[config.mk]
export PLATFORM = sky130hd
export DESIGN_NAME = bdd_mul
export DESIGN_NICKNAME = d
export VERILOG_FILES = /design/src/sv/bdd_mul.sv
export SDC_FILE = /design/constraint.sdc
export NUM_CORES = 2
export LEC_CHECK = 0
export ABC_CLOCK_PERIOD_IN_PS = 19780
export BUFFER_PORTS_ARGS = -buffer_cell sky130_fd_sc_hd__buf_2
export CAP_MARGIN = 15
export CELL_PAD_IN_SITES_DETAIL_PLACEMENT = 2
export CELL_PAD_IN_SITES_GLOBAL_PLACEMENT = 2
export CORE_UTILIZATION = 46
export CTS_CLUSTER_SIZE = 24
export DETAILED_ROUTE_END_ITERATION = 10
export HOLD_SLACK_MARGIN = 0.15
export PLACE_DENSITY = 0.95
export SYNTH_ARGS = -nofsm -noshare
export SYNTH_HDL_FRONTEND = slang
export SYNTH_SLANG_ARGS = --single-unit
[constraint.sdc]
create_clock -name clk -period 19.78 [get_ports clk]
set_input_delay 1.978 -clock clk [delete_from_list [all_inputs] [get_ports clk]]
set_output_delay 1.978 -clock clk [all_outputs]
set_load 0.1 [all_outputs]
[src/sv/bdd_mul.sv]
// Registered signed 33x32 multiplier shared by every product of a tick.
`default_nettype none
module bdd_mul (
  input  wire logic               clk,
  input  wire logic signed [32:0] a,
  input  wire logic signed [31:0] b,
  output logic signed [64:0]      p
);

  // Register each product
  always_ff @(posedge clk) begin
    p <= a * b;
  end

endmodule
`default_nettype wire
==> flow_summary.ini <==
[run_status]
outcome = finished clean

[cells_and_area]
layout-drive-gt1-share = 0.0426
top_register = p
nets = 5327
area_growth_pct = 4.32
top_regs = p: 65 flops
fillers = 8567
largest_reg_flops = 65
stdcell_area_um2 = 39900

[sta]
worst_pin_slew_ps = 1320
finalCritPeriodShare = 0.661
whs_ps = 2100
slew_headroom = 0.122
setup-tns-final_ps = 0
final_hold_viol_count = 0
period_needed_ps = 13080
setup_viol = 0
drv_slew = 0
max_freq_mhz = 76.5
rsz0062_at_grt = no

[detailed_routing]
drt-total-wl_um = 240000
ant_nets = 0
drcViolationCount = 0
drt-initial-drc-count = 4958
avgRoutedWirePerCell_um = 47.6
dr.pass1.iters = 9
viasPerCell = 6.88
vias = 34789

[synthesis]
yosysTopAreaCell = fa_1
synth_seq_cells = 65
synth-edff-count = 0
synthArstFlopShare = 0
ys.flop_type = dfxtp_1
ys_warn_count = 0
syn_inst = 4014
synth_cell_type_count = 55
syn_nets = 5378
synth_top_cell_area_share = 0.582
yosysSeqAreaShare = 0.0340
synth.avg_cell_area_um2 = 9.53
synth.most_common_cell = fa_1
ys_top_cells_by_area = fa_1, inv_1, and2_1
synth_common_cells = fa_1, inv_1, nand2_1
syn_area_um2 = 38200

[worst_setup_path]
required_ps = 20100
cp-end-kind = flop
critPathLaunchType = input pin
path_max_fanout = 32
crit_type = in2reg
arrival_ps = 13390

[clock_network]
clk_pin_slew_ps = 110
postCtsHoldBufs = 0
cts_max_level = 3
cts_root_buffer = clkbuf_16
cts_made_buffers = 9
postCtsSetupBuffers = 0
clock_sinks = 65
cts_buffer_depth = 2
cts_tree = built
cts_resized = 0

[flow_run]
cap_violations = 0

[floorplan]
ios = 131
die_x_um = 290
die-area_um2 = 84300
die_h_um = 290
coreArea_um2 = 82200
start_util = 0.465
rows = 105

[hold_path]
hold_path.class = in2reg

[global_routing]
grt_pass1_vias = 40941
gr-usage-met3 = 0.365
grt_max_degree = 34
grt_use_met2 = 0.851
track_usage = 0.596
grt_pass1_wl_um = 341000
grt_util_met1 = 0.560
top_usage_layer = met2
grt_overflow = 0
antenna_found_initial = 26

[placed_design]
gp_congestion = 0.885
dpl_cell_area_um2 = 39600
port_buffers = 130
hpwl_um = 158000
## critical path, cell delays in order
cell and delay, ps:
buf_2 760, and2_1 760, fa_1 590, fa_1 920, inv_1 230, fa_1 550
fa_1 590, inv_1 230, fa_1 790, fa_1 690, fa_1 980, fa_1 590
ha_1 420, nand2_1 110, o21ai_1 230, nand3_1 120, a21o_1 210, a21oi_1 450
o2111ai_1 630, nand2_1 400, a2111oi_0 190, o41ai_1 750, xor2_1 140
## placed cells by master (no fill, tap or decap), types with 3 or more instances in the layout
master | synthesis | layout
fa_1 | 1112 | 1112
inv_1 | 989 | 989
nand2_1 | 536 | 536
and2_1 | 531 | 531
ha_1 | 186 | 186
buf_2 | 0 | 130
a21oi_1 | 70 | 70
dfxtp_1 | 65 | 65
nor2_1 | 47 | 47
xnor2_1 | 47 | 47
a21o_1 | 30 | 30
xor2_1 | 27 | 27
o21ai_0 | 25 | 25
diode_2 | 0 | 20
buf_4 | 0 | 19
nand4_1 | 12 | 12
nand3_1 | 12 | 12
o21bai_1 | 12 | 12
nand2b_1 | 11 | 11
clkbuf_16 | 0 | 9
and3_1 | 8 | 8
a31oi_1 | 8 | 8
o21ai_1 | 6 | 6
o31ai_1 | 6 | 6
o21a_1 | 6 | 6
nor2b_1 | 6 | 6
nor3_1 | 5 | 5
a211oi_1 | 4 | 4
o211ai_1 | 4 | 4
a2111oi_0 | 3 | 3
## cell families (layout without fill, tap and decap cells)
family | after synthesis | after routing | share of synthesized area
and+or+nand+nor | 1175 | 1175 | 0.154
AOI/OAI and AO/OA | 202 | 202 | 0.0347
adders and majority gates | 1298 | 1298 | 0.643
DFF | 65 | 65 | 0.0340
xor gates and xnor gates | 74 | 74 | 0.0169
other | 0 | 20 | 0
buffers and inverters | 1200 | 1153 | 0.118
## metal layers
metal	share of wire	up-vias
met3	0.15	2111
met4	0.14	48
met1	0.28	17480
li1	-	11324
met5	0.0063	-
met2	0.43	3826
## metrics by stage
step                      worst slack, ps  utilization  instances
after CTS                            8670        0.485       5037
after global placement               8950        0.481       5022
after floorplan                     10460            -       4014
after global routing                 6850        0.485       5044
after detailed placement             8350        0.481       5022
final                                6700        0.485       5057
## final timing paths
path,startpoint,endpoint,slack [ps],cells past startpoint
max,a[10],p[61]$_DFF_P_,6700,23
min,a[0],p[0]$_DFF_P_,2100,3
## final cells by class
cell class | instances | area, µm² | share of cell area
inverter | 989 | 3710 | 0.0930
clock inverter | 3 | 17.5 | 0.000439
multi-input combinational | 2749 | 32400 | 0.813
timing repair buffer | 149 | 793 | 0.0199
sequential | 65 | 1300 | 0.0326
antenna | 20 | 50.0 | 0.00125
clock buffer | 12 | 246 | 0.00618
tap | 1070 | 1340 | 0.0336
Power is left out: the tool's default activity adds up to more than one toggle a clock period on the data nets, which glitch-free logic cannot reach.
