File: config.mk
export PLATFORM = sky130hd
export DESIGN_NAME = bdd_div
export DESIGN_NICKNAME = d
export VERILOG_FILES = /design/src/sv/bdd_pkg.sv /design/src/sv/bdd_div.sv
export SDC_FILE = /design/constraint.sdc
export NUM_CORES = 1
export LEC_CHECK = 0
export ABC_AREA = 1
export BUFFER_PORTS_ARGS = -buffer_cell sky130_fd_sc_hd__buf_2
export CAP_MARGIN = 20
export CORE_ASPECT_RATIO = 0.7
export CORE_MARGIN = 1
export CORE_UTILIZATION = 55
export DETAILED_ROUTE_END_ITERATION = 7
export GPL_ROUTABILITY_DRIVEN = 0
export PLACE_DENSITY = 0.85
export SYNTH_ARGS = -nofsm -noshare
export SYNTH_HDL_FRONTEND = slang
export SYNTH_SLANG_ARGS = --single-unit
File: constraint.sdc
create_clock -name clk -period 10.95 [get_ports clk]
set_clock_uncertainty 0.15 [all_clocks]
set_input_delay 2.7375 -clock clk [delete_from_list [all_inputs] [get_ports clk]]
set_output_delay 2.7375 -clock clk [all_outputs]
set_load 0.1 [all_outputs]
File: src/sv/bdd_pkg.sv
// Shared types and constants of the balance and differential drive unit.
`default_nettype none
package bdd_pkg;

  localparam int DataW = 32;
  localparam int CfgIdxW = 3;
  localparam int InDataW = 224;
  localparam int OutDataW = 192;
  localparam int NumW = 66;   // wheel numerator width
  localparam int DivSteps = 66;

  typedef enum logic [CfgIdxW-1:0] {
    REG_WHEEL_DIAMETER = 3'd0,
    REG_WHEEL_SPACING  = 3'd1,
    REG_MAX_SPEED      = 3'd2,
    REG_INCLINE_GAIN   = 3'd3,
    REG_GAIN_P         = 3'd4,
    REG_GAIN_I         = 3'd5,
    REG_LEG_MIN        = 3'd6,
    REG_LEG_MAX        = 3'd7
  } reg_idx_t;

  // Configuration image
  typedef struct packed {
    logic [30:0]        wheel_dia;
    logic [30:0]        wheel_spacing;
    logic [30:0]        speed_max;
    logic signed [31:0] incline_gain;
    logic signed [31:0] speed_gain_p;
    logic signed [31:0] speed_gain_i;
    logic signed [31:0] leg_min;
    logic signed [31:0] leg_max;
  } cfg_t;

  // Divider request and response
  typedef struct packed {
    logic            start;
    logic [NumW-1:0] num_mag;
    logic [30:0]     den;
  } div_req_t;

  typedef struct packed {
    logic            done;
    logic [NumW-1:0] quo;
  } div_rsp_t;

  function automatic logic signed [31:0] sat32(input logic signed [65:0] v);
    logic signed [31:0] r;
    if (v > 66'sd2147483647) r = 32'sh7fffffff;
    else if (v < -66'sd2147483648) r = 32'sh80000000;
    else r = v[31:0];
    return r;
  endfunction

endpackage
`default_nettype wire

File: src/sv/bdd_div.sv
// Restoring bit-serial unsigned divider, one quotient bit per cycle.
`default_nettype none
module bdd_div (
  input  wire logic             clk,
  input  wire logic             rst_n,
  input  wire bdd_pkg::div_req_t req,
  output bdd_pkg::div_rsp_t      rsp
);

  logic [bdd_pkg::NumW-1:0] quo_r, quo_nxt;
  logic [31:0]              rem_r, rem_nxt;
  logic [6:0]               cnt_r, cnt_nxt;
  logic                     busy_r, busy_nxt;
  logic                     done_r, done_nxt;
  logic [31:0]              trial;

  // Shift in one numerator bit, subtract when it fits
  always_comb begin
    quo_nxt  = quo_r;
    rem_nxt  = rem_r;
    cnt_nxt  = cnt_r;
    busy_nxt = busy_r;
    done_nxt = 1'b0;
    trial    = {rem_r[30:0], quo_r[bdd_pkg::NumW-1]};
    if (req.start) begin
      quo_nxt  = req.num_mag;
      rem_nxt  = '0;
      cnt_nxt  = 7'(bdd_pkg::DivSteps);
      busy_nxt = 1'b1;
    end else if (busy_r) begin
      if (trial >= {1'b0, req.den}) begin
        rem_nxt = trial - {1'b0, req.den};
        quo_nxt = {quo_r[bdd_pkg::NumW-2:0], 1'b1};
      end else begin
        rem_nxt = trial;
        quo_nxt = {quo_r[bdd_pkg::NumW-2:0], 1'b0};
      end
      cnt_nxt = cnt_r - 7'd1;
      if (cnt_r == 7'd1) begin
        busy_nxt = 1'b0;
        done_nxt = 1'b1;
      end
    end
  end

  always_ff @(posedge clk) begin
    if (!rst_n) begin
      busy_r <= 1'b0;
      done_r <= 1'b0;
      cnt_r  <= '0;
    end else begin
      busy_r <= busy_nxt;
      done_r <= done_nxt;
      cnt_r  <= cnt_nxt;
    end
    quo_r <= quo_nxt;
    rem_r <= rem_nxt;
  end

  assign rsp.done = done_r;
  assign rsp.quo  = quo_r;

endmodule
`default_nettype wire

==> results.md <==
* Fillers at 1,114
* Die Height at 98.2 um
* Area of the multi-input gates at 3620 sq um
* Max-cap violations at 0
* Clk buf depth at 2
* Final worst setup slack at ~6.0 ns
* Crit path largest cell delay at roughly 0.4 ns
* CTS Sinks at 106
* Sequential fraction of the synthesis area at 38.3%
* Post-synthesis adder-cell area fraction at 5.95%
* Vias in the first global route at 6,300
* Final Cell Area at about 8500 sq um
* Port Buffers at 166
* Starting density of the core at roughly 58%
* Async SR Flop Fraction at 0%
* Clock transition at path regs at 0.08 ns
* Layout Nets at roughly 1,400
* Critical path data arrival time at 5.08 ns
* Area leader, netlist: edfxtp_1
* Worst setup EP type: flop
* Final Max Slew Viols at 0
* Synth cell count leaders: nand2_1, inv_1, nand3_1
* Achievable frequency at 0.201 GHz
* WL/cell at 13.6 um
* Critical Path Source Type: primary input
* Largest family of logic cells by synthesized area: simple AND/OR/NAND/NOR gates
* Post-Route WL at 19,200 um
* Most used cell, CP: nand2_1
* First-pass GRT wire length at roughly 30,000 um
* Die X at roughly 140 um
* Max IR drop VDD at 0.0000886 V
* Post-DP HPWL at 13,900 um
* Final ANT Viol Nets at 0
* FF+latch count, synth at 106
* Largest net degree at the start of global routing at around 80
* Fin. Hold Viols at 0
* Simple-gate share of the synthesized area at 38.4%
* H-tree Lvls at 3
* Actual slew at the worst max-slew pin at 1.01 ns
* Total gr overflow at 0
* Critical setup path kind: in2reg
* Setup crit end: rem_r[22]
* DP Worst Slack at 5.66 ns
* Number of cells on the worst reg-to-reg path at 15
* Top-area cell type share of the netlist area at 27.2%
* Ys flop type: edfxtp_1
* Critical path launch point: req[0]
* CP cell instances: buf_2, ha_1, fa_1, inv_1, nand2_1, nand2_1, nand3_1, nand2_2, nand2_2, nand3_2, nand2_4, nand2_4, nand3_1, nand2_1, nand2_1
* Setup TNS at 0 ns
* Synth Net Count at 1,225
* Cell Area, Placed at approximately 8200 sq um
* Worst skew pair latency at 0.35 ns
* Layout Utilization at around 67%
* Leakage at just under 5 nW
* Antenna violations before repair at 0
* Slew HR at 32.7%
* CTS Buf Count at 9
* Ant diodes at 0
* Cells after Synth at approximately 1,100
* R2R setup slack at about 8 ns
* RSZ-0062 raised after global routing: false
* Worst path required time at 11.05 ns
* Postcts setup bufs at 0
* Synth warn at 0
* Final Cycle Share at around 45%
* Cell with the most instances after synthesis: nand2_1
* Outcome: finished, final reports clean
* Worst Hold Class: reg2reg
* Syn Area/Cell at 6.67 sq um
* DRC viols at 0
* Netlist Area Pre-Place at 7270 sq um
* Vias at 7,173
* Crit-path max FO at 33
* Total Routing Usage GR at 27.8%
* Compound-Gate Fraction of Synth Area at 3.54%
* Reg2reg start: quo_r[65]
* IO Pins at 167
* Share of cells above drive strength 1 at 17.5%
* Root Buffer: clkbuf_16
* # setup viols final at 0
* Synth Area in XOR/XNOR at 1.81%
* R2R Path End: rem_r[22]
* Pwr Density at 133 nW/um^2
* Core area at 12,600 sq um
* Slowest cell on the critical path: fa_1
* Post-CTS sizing at 0
* Top cells by area, synth: edfxtp_1, nand2_1, dfxtp_1
* Crit path time final at between 4 and 5 ns
* Row cnt at 34
* Die Area at 13,700 sq um
* # hold bufs at CTS at 0
* Vias per cell at 5.09
* Yosys cell types at 37
* Initial detailed-routing violation count at roughly 790
* CTS tree: yes
* Reg area at 2780 sq um
* Post-synth EDFFs at 66
* Mux share of post-synthesis cell area at 0%
* Area Overhead vs Synth at 16.5%
* First-pass DRT Iterations at 5
==> where the power goes <==
| part | total [mW] | switching, mW | internal [mW] |
|---|---|---|---|
| combinational | 0.326 | 0.268 | 0.0574 |
| sequential | 0.475 | 0.0154 | 0.459 |
| clock | 0.324 | 0.163 | 0.161 |
==> cell families (layout without fill, tap and decap cells) <==
logic type | after synthesis | after routing
and+or+nand+nor | 670 | 670
buffers and inverters | 220 | 377
DFF | 106 | 106
AOI/OAI and AO/OA | 46 | 46
adders and majority gates | 34 | 34
xor gates and xnor gates | 15 | 15
==> area by class of cell <==
class	count	area share, %
clock inverter	7	0.782
inverter	190	8.41
clock buffer	9	2.66
tap	162	2.39
multi-input combinational	765	42.7
sequential	106	32.8
timing repair buffer	171	10.2
==> state kept, by name, indices dropped and copies added, names as in the netlist <==
register	cells
quo_r	66
rem_r	31
cnt_r	7
busy_r	1
done_r	1
==> per-layer routing <==
metal	GRT usage [%]	part of all wire, %	vias up
met2	42.2	42	333
met4	4.36	0.70	0
met5	0	0	-
li1	-	-	3657
met1	42.0	47	3160
met3	4.61	9.5	23
==> layout by cell type, fill, tap and decap left out, drive strengths merged <==
cell type and instances:
o21ai 16, nor2 49, a31oi 2, buf 171, nor3 8, inv 194
clkinv 3, or2 1, nand4 3, o21bai 3, xor2 5, fa 1
edfxtp 66, ha 33, nor4 4, o21a 1, nand2 509, a221oi 1
a21oi 23, nand3 86, xnor2 10, dfxtp 40, nand3b 10, clkbuf 9
==> per-stage QoR <==
step | hold slack (ns) | total power, mW | instances
floorplan | 0.281 | 0.744 | 1091
global placement | 0.307 | 0.804 | 1394
detailed placement | 0.313 | 0.807 | 1394
CTS | 0.325 | 1.13 | 1410
global route | 0.348 | 1.16 | 1410
finish | 0.325 | 1.12 | 1410
==> critical path: cells and delay by family <==
kind,cells,cell delay (ns)
and+or+nand+nor,11,1.44
adders and majority gates,2,0.64
buffers and inverters,2,0.23
==> how the worst min path moves through the flow <==
stage	startpoint	endpoint	slack [ns]	cells past startpoint
6_report	rem_r[11]	rem_r[11]	0.33	2
5_1_grt	rem_r[24]	rem_r[24]	0.35	2
4_1_cts	rem_r[11]	rem_r[11]	0.32	2
3_5_place_dp	rem_r[11]	rem_r[11]	0.31	2
3_3_place_gp	rem_r[18]	rem_r[18]	0.31	2
2_1_floorplan	cnt_r[6]	done_r	0.28	1
No activity file was read; power rests on OpenSTA's default activity.
